**config.mk**
```make
export PLATFORM = sky130hd
export DESIGN_NAME = svpwm_front
export DESIGN_NICKNAME = d
export VERILOG_FILES = /design/src/hdl/svpwm_pkg.sv /design/src/hdl/svpwm_front.sv
export SDC_FILE = /design/constraint.sdc
export NUM_CORES = 1
export LEC_CHECK = 0
export BUFFER_PORTS_ARGS = -buffer_cell sky130_fd_sc_hd__buf_2
export CAP_MARGIN = 20
export CORE_MARGIN = 3
export CORE_UTILIZATION = 45
export CTS_BUF_LIST = sky130_fd_sc_hd__clkbuf_2
export DETAILED_ROUTE_END_ITERATION = 6
export GPL_TIMING_DRIVEN = 1
export SLEW_MARGIN = 25
export SYNTH_ARGS = -nofsm -noshare
export SYNTH_HDL_FRONTEND = slang
export SYNTH_SLANG_ARGS = --single-unit
```
**constraint.sdc**
```tcl
create_clock -name clock -period 16.16 [get_ports clock]
set_clock_uncertainty 0.05 [all_clocks]
set_input_delay 0.808 -clock clock [delete_from_list [all_inputs] [get_ports clock]]
set_output_delay 0.808 -clock clock [all_outputs]
set_load 0.005 [all_outputs]
```
**src/hdl/svpwm_pkg.sv**
```systemverilog
// ---------------------------------------------------------------------------
// SVPWM package
// Widths, constants, word types and the sine table for the duty generator.
// ---------------------------------------------------------------------------
package svpwm_pkg;

   localparam int ANGLE_BITS       = 16;
   localparam int SINE_TABLE_DEPTH = 1024;
   localparam int SINE_BITS        = 16;

   localparam int K_BITS   = $clog2(SINE_TABLE_DEPTH);
   localparam int ROM_ADDR = $clog2(SINE_TABLE_DEPTH + 1);
   localparam int M_BITS   = 33;   // amplitude * sqrt3 quotient
   localparam int C_BITS   = 16;   // compare and config width
   localparam int SEC_BITS = 3;

   localparam logic [16:0] SQRT3_Q16 = 17'd113512;
   localparam longint unsigned PI_THIRD_Q30 = 64'd1124419809;

   typedef logic [SINE_BITS-1:0] sine_rom_type [SINE_TABLE_DEPTH+1];

   // front stage result entering the divider
   typedef struct packed {
      logic [M_BITS-1:0]   dividend;
      logic [SEC_BITS-1:0] sector;
      logic [K_BITS-1:0]   k;
   } front_type;

   // divider result entering the duty stages
   typedef struct packed {
      logic [M_BITS-1:0]   m;
      logic [SEC_BITS-1:0] sector;
      logic [K_BITS-1:0]   k;
   } ratio_type;

   // Build sin over one sector by a Taylor series in Q30.
   function automatic sine_rom_type build_sine_rom();
      sine_rom_type rom;
      longint unsigned x;
      longint unsigned x2;
      longint unsigned term;
      longint unsigned s;
      longint sum;
      for (int k = 0; k <= SINE_TABLE_DEPTH; k++) begin
         x = (longint'(k) * PI_THIRD_Q30 + SINE_TABLE_DEPTH / 2) / SINE_TABLE_DEPTH;
         x2 = (x * x) >> 30;
         term = x;
         sum = longint'(x);
         term = ((term * x2) >> 30) / 6;
         sum = sum - longint'(term);
         term = ((term * x2) >> 30) / 20;
         sum = sum + longint'(term);
         term = ((term * x2) >> 30) / 42;
         sum = sum - longint'(term);
         term = ((term * x2) >> 30) / 72;
         sum = sum + longint'(term);
         term = ((term * x2) >> 30) / 110;
         sum = sum - longint'(term);
         term = ((term * x2) >> 30) / 156;
         sum = sum + longint'(term);
         if (sum < 0) begin
            sum = 0;
         end
         s = longint'(sum);
         rom[k] = SINE_BITS'(((s << SINE_BITS) + (64'd1 << 29)) >> 30);
      end
      return rom;
   endfunction

endpackage

```
**src/hdl/svpwm_front.sv**
```systemverilog
// ---------------------------------------------------------------------------
// SVPWM front stage
// Finds the sector and sine index and forms the scaled amplitude dividend.
// ---------------------------------------------------------------------------
module svpwm_front (
   input  logic                      clock,
   input  logic                      reset,
   input  logic                      advance,
   input  logic                      in_valid,
   input  logic [15:0]               amplitude,
   input  logic [15:0]               phase,
   output logic                      out_valid,
   output svpwm_pkg::front_type      out_word
);

   localparam int AB = svpwm_pkg::ANGLE_BITS;

   logic [AB-1:0]                       ang;
   logic [AB+2:0]                       s6;
   logic [AB-1:0]                       rem;
   logic [AB+svpwm_pkg::ROM_ADDR-1:0]   kprod;
   logic [svpwm_pkg::ROM_ADDR-1:0]      kfull;
   svpwm_pkg::front_type                word_in;
   svpwm_pkg::front_type                word_ff;
   logic                                vld_ff;

   // split the angle into sector and local index
   always_comb begin
      ang   = phase[AB-1:0];
      s6    = (AB+3)'(ang) * (AB+3)'(6);
      rem   = s6[AB-1:0];
      kprod = (AB+svpwm_pkg::ROM_ADDR)'(rem)
            * (AB+svpwm_pkg::ROM_ADDR)'(svpwm_pkg::SINE_TABLE_DEPTH);
      kfull = kprod[AB+svpwm_pkg::ROM_ADDR-1:AB];
      word_in.sector   = s6[AB+2:AB];
      word_in.dividend = svpwm_pkg::M_BITS'(amplitude) * svpwm_pkg::M_BITS'(svpwm_pkg::SQRT3_Q16);
      if (kfull >= svpwm_pkg::ROM_ADDR'(svpwm_pkg::SINE_TABLE_DEPTH)) begin
         word_in.k = svpwm_pkg::K_BITS'(svpwm_pkg::SINE_TABLE_DEPTH - 1);
      end else begin
         word_in.k = kfull[svpwm_pkg::K_BITS-1:0];
      end
   end

   // hold the word until the pipeline moves
   always_ff @(posedge clock) begin
      if (reset) begin
         vld_ff <= 1'b0;
      end else if (advance) begin
         vld_ff <= in_valid;
      end
   end

   always_ff @(posedge clock) begin
      if (advance) begin
         word_ff <= word_in;
      end
   end

   assign out_valid = vld_ff;
   assign out_word  = word_ff;

endmodule

```
After elaboration in Yosys (flattened, before gate mapping)
Index checks and enable logic that the tools add are counted.
Word-level totals
  bits in registers: 44
  bits in latches: 0
  bits in writable memories: 0
  ROM bits: 0
  logic and storage cells: 7
  memories: 0
Operators by class
  $add $sub $neg: 0
  $mul: 2
  div/mod/pow operators: 0
  magnitude comparators: 1
  equality and inequality tests: 0
  shift-type cells: 0
  multiplexer cells: 0
  bitwise gates (word level): 0
  reduce and logical (&&, ||, !) cells: 0
Operators by type and width (number)
  16-bit by 14-bit multiplier with 30-bit output, second input constant: 1
  16-bit by 2-bit multiplier with 18-bit output, second input constant: 1
  10-bit by 11-bit greater-or-equal comparator with 1-bit output, second input constant: 1

Longest topological paths before layout
Gate-level depths: netlist of the first run.
  depth after elaboration: 2
  mapped depth: 20
  gate-level depth less buffers: 20

Worst setup path before layout of the first run
OpenSTA, ideal clock, no wires.
  kind: input -> register
  start: input amplitude[5]
  end: register word_ff, in the netlist out_word[39] (data pin)
  arrival time: 5378 ps
  data required time: 15851 ps
  path slack: 10473 ps
  stages: 16
  path through: fa_1 fa_1 fa_1 fa_1 fa_1 inv_1 fa_1 inv_1 ha_1 a21o_1 a21o_1 or3_1 a21oi_1 o41ai_1 a21oi_1 xnor2_1
RTL lines
  start, declared: RTL line svpwm_front.sv:10  | input logic [15:0] amplitude,
  end signal, assigned: RTL line svpwm_front.sv:55  | word_ff <= word_in;
  end, declared: RTL line svpwm_front.sv:24  | svpwm_pkg::front_type word_ff;

==> report_table.html, run 1 <==
<table>
<tr><th>Metric</th><th>Value</th></tr>
<tr><th colspan="2">Run status</th></tr>
<tr><td>Outcome</td><td>finished, final reports clean</td></tr>
<tr><th colspan="2">Global route</th></tr>
<tr><td>Antenna violations before repair</td><td>0</td></tr>
<tr><td>Met2 capacity usage during global routing</td><td>30.9%</td></tr>
<tr><td>Number of global-route vias before repair</td><td>4,662</td></tr>
<tr><td>GRT met1 Usage</td><td>22.8%</td></tr>
<tr><td>Total global routing track utilization</td><td>17.3%</td></tr>
<tr><td>Met3 GRT Util</td><td>2.60%</td></tr>
<tr><td>Grt ovf</td><td>0</td></tr>
<tr><td>Wire length of the first global-routing pass</td><td>22,700 um</td></tr>
<tr><td>Maximum number of pins on one net before global-route repair</td><td>45</td></tr>
<tr><td>Highest-utilization routing layer at the global route stage</td><td>met2</td></tr>
<tr><th colspan="2">Clock network</th></tr>
<tr><td>Post-CTS Setup Inserts</td><td>0</td></tr>
<tr><td>Htree depth</td><td>2</td></tr>
<tr><td>Buffers from clock root to sink, at most</td><td>2</td></tr>
<tr><td>Clock insertion delay at the later pin of the skew report</td><td>0.47 ns</td></tr>
<tr><td>Cts bufs inserted</td><td>5</td></tr>
<tr><td>CTS Root Buffer Type</td><td>clkbuf_2</td></tr>
<tr><td>Clock tree from TritonCTS</td><td>yes</td></tr>
<tr><td>Clock Sink Count</td><td>44</td></tr>
<tr><td>CTS clk-pin slew, worst paths</td><td>0.24 ns</td></tr>
<tr><td>Number of gates resized after cts</td><td>0</td></tr>
<tr><td>Hold buffers post-CTS</td><td>0</td></tr>
<tr><th colspan="2">Cells and area</th></tr>
<tr><td>Number of nets in the layout</td><td>966</td></tr>
<tr><td>Area added between synthesis and finish</td><td>9.30%</td></tr>
<tr><td>Most common library cell in the layout ignoring fill and taps</td><td>inv_1</td></tr>
<tr><td>Sequential cell area in the final layout</td><td>0.00131 mm^2</td></tr>
<tr><td>Fraction of layout cells with a size suffix above 1</td><td>14.7%</td></tr>
<tr><td>Area of the multi-input gates</td><td>0.00490 mm^2</td></tr>
<tr><td>Non-filler cells in the finished layout</td><td>893</td></tr>
<tr><td>Most used cells in the layout excluding fill and tap cells</td><td>155 x inv_1, 122 x ha_1, 101 x fa_1</td></tr>
<tr><td>Total of fill cells in the finished design</td><td>1,393</td></tr>
<tr><th colspan="2">Logic synthesis</th></tr>
<tr><td>Flip-flop cell with the highest count after synthesis</td><td>edfxtp_1</td></tr>
<tr><td>Async set-reset flop share out of synthesis</td><td>0%</td></tr>
<tr><td>Post-synthesis cell type count</td><td>56</td></tr>
<tr><td>Fraction of the yosys area taken by sequential cells</td><td>19.1%</td></tr>
<tr><td>Avg Inst Size Synth</td><td>11.0 um^2</td></tr>
<tr><td>Post-synth EDFFs</td><td>43</td></tr>
<tr><td>Cell count after synthesis</td><td>625</td></tr>
<tr><td>Syn Std Cell Area</td><td>0.00686 mm^2</td></tr>
<tr><td>Number of warnings issued by yosys</td><td>0</td></tr>
<tr><td>Total of flip-flops plus latches after synthesis</td><td>44</td></tr>
<tr><th colspan="2">Setup path</th></tr>
<tr><td>Critical path's slowest cell</td><td>fa_1</td></tr>
<tr><td>Critical path capture point type</td><td>register</td></tr>
<tr><td>Endpoint arrival time on the critical path</td><td>5.85 ns</td></tr>
<tr><td>CP Max Fanout</td><td>7</td></tr>
<tr><td>CP cell instances</td><td>buf_2 -&gt; fa_1 -&gt; fa_1 -&gt; inv_1 -&gt; fa_1 -&gt; fa_1 -&gt; fa_1 -&gt; inv_1 -&gt; fa_1 -&gt; ha_1 -&gt; a211oi_1 -&gt; o21ai_0 -&gt; a41oi_1 -&gt; o211ai_2 -&gt; a31o_1 -&gt; a21oi_2 -&gt; xnor2_1</td></tr>
<tr><td>Worst R2R Setup Slack</td><td>15.50 ns</td></tr>
<tr><td>Startpoint Class</td><td>primary input</td></tr>
<tr><td>Crit path largest cell delay</td><td>0.55 ns</td></tr>
<tr><td>Capturing point of the worst reg2reg path</td><td>out_valid</td></tr>
<tr><td>Dominant cell type by count on the critical path</td><td>fa_1</td></tr>
<tr><td>Required time at the worst-slack endpoint</td><td>16.37 ns</td></tr>
<tr><td>R2R cell count</td><td>2</td></tr>
<tr><td>CP Class</td><td>primary input to register</td></tr>
<tr><td>Worst reg2reg path startpoint</td><td>out_valid</td></tr>
<tr><td>CP delay by family, top</td><td>adder cells</td></tr>
<tr><td>CP bufs+invs</td><td>3</td></tr>
<tr><th colspan="2">Timing</th></tr>
<tr><td>Fin worst setup slack</td><td>10.52 ns</td></tr>
<tr><td>Accumulated negative setup slack</td><td>0 ns</td></tr>
<tr><td>Unrepaired setup endpoints after global routing</td><td>false</td></tr>
<tr><td>Hold Violations, Final</td><td>0</td></tr>
<tr><td>Max_slew headroom</td><td>60.2%</td></tr>
<tr><td>Clock period minus worst slack</td><td>5.64 ns</td></tr>
<tr><td>Highest Clock Rate</td><td>0.177 GHz</td></tr>
<tr><td>Slew at the pin closest to its max-slew limit</td><td>0.597 ns</td></tr>
<tr><td>Final setup violating endpoints</td><td>0</td></tr>
<tr><td>Final Cycle Share</td><td>34.9%</td></tr>
<tr><td>Pins Over Slew Limit</td><td>0</td></tr>
<tr><td>Min Hold Slack</td><td>0.392 ns</td></tr>
<tr><th colspan="2">Place</th></tr>
<tr><td>Number of buffers added on ports</td><td>79</td></tr>
<tr><td>Post-placement worst setup slack</td><td>10.00 ns</td></tr>
<tr><td>Placer Congestion</td><td>0.880</td></tr>
<tr><td>Post-detail-place hpwl</td><td>12,100 um</td></tr>
<tr><td>Post-placement cell count</td><td>884</td></tr>
<tr><th colspan="2">Detailed routing</th></tr>
<tr><td>WL/cell</td><td>15.3 um</td></tr>
<tr><td>First-pass detailed-route iteration total</td><td>4</td></tr>
<tr><td>Number of design-rule violations left by the first detailed-router iteration</td><td>148</td></tr>
<tr><td>Via count</td><td>4,467</td></tr>
<tr><td>DRC violations left</td><td>0</td></tr>
<tr><td>Final wirelength</td><td>13,700 um</td></tr>
<tr><td>Post-detailed-route count of antenna-violating nets</td><td>0</td></tr>
<tr><td>Via-per-instance ratio</td><td>5.00</td></tr>
<tr><th colspan="2">Floorplan</th></tr>
<tr><td>Die X-Extent</td><td>129 um</td></tr>
<tr><td>I/O pin count</td><td>83</td></tr>
<tr><td>Floorplan die area</td><td>0.0168 mm^2</td></tr>
<tr><td>Initial cell density of the core</td><td>46.7%</td></tr>
<tr><td>CORE AREA</td><td>0.0147 mm^2</td></tr>
<tr><td>Number of placement rows</td><td>44</td></tr>
<tr><td>Floorplan die height</td><td>129 um</td></tr>
<tr><th colspan="2">Job</th></tr>
<tr><td>Max_cap viols</td><td>0</td></tr>
<tr><th colspan="2">Worst hold path</th></tr>
<tr><td>Worst hold path cell count</td><td>2</td></tr>
<tr><td>Launch instance of the worst min-delay path</td><td>reset</td></tr>
<tr><td>Capture endpoint of the worst hold path</td><td>out_valid</td></tr>
<tr><td>Worst hold path class</td><td>primary input to register</td></tr>
</table>
## synthesized netlist by cell type (3+ instances only)
master    instances  area share (%)
nand2_1          14            0.77
o21a_1            6            0.66
fa_1            101              29
o21ai_0          15             1.1
a211oi_1          4            0.44
xnor2_1          24             3.1
o21bai_1          3            0.33
edfxtp_1         43              19
a21oi_1          28             2.0
xor2_1           17             2.2
nor2b_1           3            0.27
a21o_1           15             1.6
ha_1            122              22
inv_1           155             8.5
nand4_1           3            0.27
buf_4             3            0.33
nor2_1           16            0.88
nor3_1            3            0.22
nand3_1           4            0.29
## state kept, by name (all words and copies together) (netlist names)
register   flops
out_valid      1
out_word      43
## metrics by stage
step	instance area [um^2]	util, %
2_1_floorplan	6870	-
3_3_place_gp	7420	50.5
3_5_place_dp	7420	50.5
4_1_cts	7500	51.0
5_1_grt	7500	51.0
6_report	7500	51.0
## how the worst max path moves through the flow
| stage | start | to | slack [ns] | cells after the start |
|---|---|---|---|---|
| 2_1_floorplan | amplitude[5] | out_word[39] | 10.47 | 16 |
| 3_3_place_gp | amplitude[4] | out_word[43] | 10.02 | 17 |
| 3_5_place_dp | amplitude[3] | out_word[44] | 10.00 | 21 |
| 4_1_cts | amplitude[4] | out_word[43] | 10.57 | 17 |
| 5_1_grt | amplitude[4] | out_word[43] | 10.29 | 17 |
| 6_report | amplitude[4] | out_word[43] | 10.52 | 17 |
## cell families after synthesis
logic type	Yosys count	share of synthesized area [%]
DFF	44	19.1
buffers and inverters	162	9.59
other	1	0.0547
adders and majority gates	223	51.7
xor gates and xnor gates	41	5.23
AOI/OAI and AO/OA	96	9.96
and+or+nand+nor	57	4.18
muxes	1	0.146
## layout make-up
class                   count  area share [%]
diodes                      1          0.0334
clock buffers               5           0.334
clock inverters             3           0.617
inverters                 155            7.76
multi-input cells         421            65.3
flip-flops and latches     44            17.5
well taps                 184            3.07
repair buffers             80            5.37
## routing by layer
| metal | share of wire [%] | vias to the layer above |
|---|---|---|
| met5 | 0 | - |
| met4 | 0.79 | 0 |
| met3 | 3.9 | 11 |
| met2 | 52 | 78 |
| met1 | 43 | 2171 |
| li1 | - | 2207 |
Power of run 1 is left out: the tool's default activity adds up to more than one toggle a clock period on the data nets, which glitch-free logic cannot reach.
==> run 2, diff against run 1 <==
clock period = 5.7 ns   (was 16.16 ns; I/O delays follow)
==> report_table.html, run 2 (synthesis gave the netlist of run 1 again) <==
<table>
<tr><th>Metric</th><th>Value</th></tr>
<tr><th colspan="2">Run status</th></tr>
<tr><td>Outcome</td><td>finished, final reports clean</td></tr>
<tr><th colspan="2">Timing</th></tr>
<tr><td>Hold Violations, Final</td><td>0 (unchanged)</td></tr>
<tr><td>Accumulated negative setup slack</td><td>0 ns (unchanged)</td></tr>
<tr><td>Highest Clock Rate</td><td>0.197 GHz</td></tr>
<tr><td>Pins Over Slew Limit</td><td>0 (unchanged)</td></tr>
<tr><td>Unrepaired setup endpoints after global routing</td><td>false</td></tr>
<tr><td>Final Cycle Share</td><td>89.0%</td></tr>
<tr><td>Slew at the pin closest to its max-slew limit</td><td>0.595 ns (-0.00223 ns)</td></tr>
<tr><td>Clock period minus worst slack</td><td>5.07 ns</td></tr>
<tr><td>Final setup violating endpoints</td><td>0 (unchanged)</td></tr>
<tr><td>Max_slew headroom</td><td>59.3% (-0.88 points)</td></tr>
<tr><th colspan="2">Global route</th></tr>
<tr><td>Wire length of the first global-routing pass</td><td>23,800 um (+4.9%)</td></tr>
<tr><td>Number of global-route vias before repair</td><td>4,915 (+5.4%)</td></tr>
<tr><td>Maximum number of pins on one net before global-route repair</td><td>45 (unchanged)</td></tr>
<tr><td>Grt ovf</td><td>0 (unchanged)</td></tr>
<tr><td>Antenna violations before repair</td><td>1 (+1)</td></tr>
<tr><td>Total global routing track utilization</td><td>17.9% (+0.58 points)</td></tr>
<tr><th colspan="2">Clock network</th></tr>
<tr><td>Cts bufs inserted</td><td>5 (unchanged)</td></tr>
<tr><td>Clock Sink Count</td><td>44 (unchanged)</td></tr>
<tr><td>CTS Root Buffer Type</td><td>clkbuf_2</td></tr>
<tr><td>Htree depth</td><td>2 (unchanged)</td></tr>
<tr><td>Clock insertion delay at the later pin of the skew report</td><td>0.49 ns (+0.02 ns)</td></tr>
<tr><td>CTS clk-pin slew, worst paths</td><td>0.22 ns (-0.02 ns)</td></tr>
<tr><td>Clock tree from TritonCTS</td><td>yes</td></tr>
<tr><td>Buffers from clock root to sink, at most</td><td>2 (unchanged)</td></tr>
<tr><td>Post-CTS Setup Inserts</td><td>0 (unchanged)</td></tr>
<tr><th colspan="2">Floorplan</th></tr>
<tr><td>Die X-Extent</td><td>129 um (unchanged)</td></tr>
<tr><td>Floorplan die area</td><td>0.0168 mm^2 (unchanged)</td></tr>
<tr><td>Number of placement rows</td><td>44 (unchanged)</td></tr>
<tr><td>I/O pin count</td><td>83 (unchanged)</td></tr>
<tr><td>Initial cell density of the core</td><td>46.7% (unchanged)</td></tr>
<tr><td>Floorplan die height</td><td>129 um (unchanged)</td></tr>
<tr><td>CORE AREA</td><td>0.0147 mm^2 (unchanged)</td></tr>
<tr><th colspan="2">Setup path</th></tr>
<tr><td>Critical path's slowest cell</td><td>fa_1</td></tr>
<tr><td>CP bufs+invs</td><td>7 (+4)</td></tr>
<tr><td>Endpoint arrival time on the critical path</td><td>5.29 ns (-0.56 ns)</td></tr>
<tr><td>Required time at the worst-slack endpoint</td><td>5.91 ns (-10.46 ns)</td></tr>
<tr><td>CP delay by family, top</td><td>adder cells</td></tr>
<tr><td>CP Class</td><td>primary input to register</td></tr>
<tr><td>CP cell instances</td><td>buf_2 -&gt; inv_1 -&gt; fa_1 -&gt; inv_1 -&gt; ha_1 -&gt; inv_1 -&gt; fa_1 -&gt; inv_1 -&gt; fa_1 -&gt; fa_1 -&gt; inv_1 -&gt; fa_1 -&gt; inv_1 -&gt; ha_1 -&gt; nand2_1 -&gt; nand2_1 -&gt; a211oi_1 -&gt; o31ai_1 -&gt; a21o_1 -&gt; a21boi_0 -&gt; xnor2_1</td></tr>
<tr><td>Crit path largest cell delay</td><td>0.54 ns (about the same)</td></tr>
<tr><td>Dominant cell type by count on the critical path</td><td>inv_1</td></tr>
<tr><td>Startpoint Class</td><td>primary input</td></tr>
<tr><td>CP Max Fanout</td><td>6 (-1)</td></tr>
<tr><td>Critical path capture point type</td><td>register</td></tr>
<tr><th colspan="2">Cells and area</th></tr>
<tr><td>Most used cells in the layout excluding fill and tap cells</td><td>155 x inv_1, 122 x ha_1, 101 x fa_1</td></tr>
<tr><td>Flip-flop count of the largest register after layout</td><td>43 (unchanged)</td></tr>
<tr><td>Number of nets in the layout</td><td>971 (+0.52%)</td></tr>
<tr><td>Area added between synthesis and finish</td><td>9.87%</td></tr>
<tr><td>Utilization of the core after routing</td><td>51.3% (+0.26 points)</td></tr>
<tr><td>Most common library cell in the layout ignoring fill and taps</td><td>inv_1</td></tr>
<tr><td>Fraction of layout cells with a size suffix above 1</td><td>14.9% (+0.18 points)</td></tr>
<tr><td>Total of fill cells in the finished design</td><td>1,366 (-1.9%)</td></tr>
<tr><th colspan="2">Place</th></tr>
<tr><td>Number of buffers added on ports</td><td>79 (unchanged)</td></tr>
<tr><td>Placer Congestion</td><td>0.899 (+2.2%)</td></tr>
<tr><td>Post-detail-place hpwl</td><td>12,300 um (+1.6%)</td></tr>
<tr><th colspan="2">Detailed routing</th></tr>
<tr><td>DRC violations left</td><td>0 (unchanged)</td></tr>
<tr><td>WL/cell</td><td>15.6 um (+1.4%)</td></tr>
<tr><td>Via count</td><td>4,541 (+1.7%)</td></tr>
<tr><td>Via-per-instance ratio</td><td>5.06 (+1.1%)</td></tr>
<tr><td>Post-detailed-route count of antenna-violating nets</td><td>0 (unchanged)</td></tr>
<tr><td>First-pass detailed-route iteration total</td><td>4 (unchanged)</td></tr>
<tr><td>Final wirelength</td><td>14,000 um (+2.0%)</td></tr>
<tr><td>Number of design-rule violations left by the first detailed-router iteration</td><td>150 (+1.4%)</td></tr>
<tr><th colspan="2">Worst hold path</th></tr>
<tr><td>Worst hold path class</td><td>primary input to register</td></tr>
<tr><th colspan="2">Job</th></tr>
<tr><td>Max_cap viols</td><td>0 (unchanged)</td></tr>
</table>
[run 2: cell types whose count changed in the layout (fill, tap and decap cells not counted)]
cell | before | now
clkinvlp_4 | 1 | 0
clkinv_4 | 0 | 1
buf_4 | 1 | 4
dlygate4sd3_1 | 0 | 2
inv_6 | 1 | 0
clkinv_1 | 0 | 1
[run 2: layer usage]
metal	track usage, %	vias up	share of wire (%)
li1	-	2217	-
met1	23.3	2240	44
met2	31.7	70	51
met3	2.89	14	3.6
met4	3.67	0	1.3
met5	0	-	0
[run 2: worst paths after layout]
kind                              startpoint      endpoint  slack, ns  cells past startpoint
worst min register to register     out_valid     out_valid       1.01                      3
worst min-delay path            amplitude[1]  out_word[17]       0.06                      1
worst max register to register     out_valid     out_valid       4.51                      3
worst max-delay path            amplitude[3]  out_word[44]       0.63                     21
[run 2: cell type report]
cell class,count,area (um^2),share of cell area (%)
antenna,1,2.50,0.0332
clock buffer,5,25.0,0.332
clock inverter,3,42.5,0.564
inverter,155,582,7.72
multi-input combinational,421,4900,65.0
sequential,44,1310,17.4
tap,184,230,3.05
timing repair buffer,85,445,5.91
[run 2: timing repair]
item | in CTS | in global routing
endpoints found under the hold margin | 1 | 0
resized for setup | 0 | 0
endpoints found under the setup margin | 0 | 0
hold buffers | 2 | 0
[run 2: stage by stage]
| step | hold WS, ns | cells | area (um^2) | setup WS (ns) |
|---|---|---|---|---|
| 2_1_floorplan | 0.307 | 627 | 6870 | 0.536 |
| 4_1_cts | 0.0346 | 897 | 7530 | 0.621 |
| 5_1_grt | 0.0106 | 898 | 7540 | 0.347 |
| 3_3_place_gp | 0.393 | 887 | 7450 | 0.165 |
| 6_report | 0.0586 | 898 | 7540 | 0.626 |
| 3_5_place_dp | 0.398 | 887 | 7450 | 0.0564 |
[run 2: worst register-to-register path: stages (launching register included)]
cell and delay, ns:
dfxtp_1 0.37, mux2i_1 0.12, nor2_1 0.05, dlygate4sd3_1 0.54
Power of run 2 is left out for the same reason.
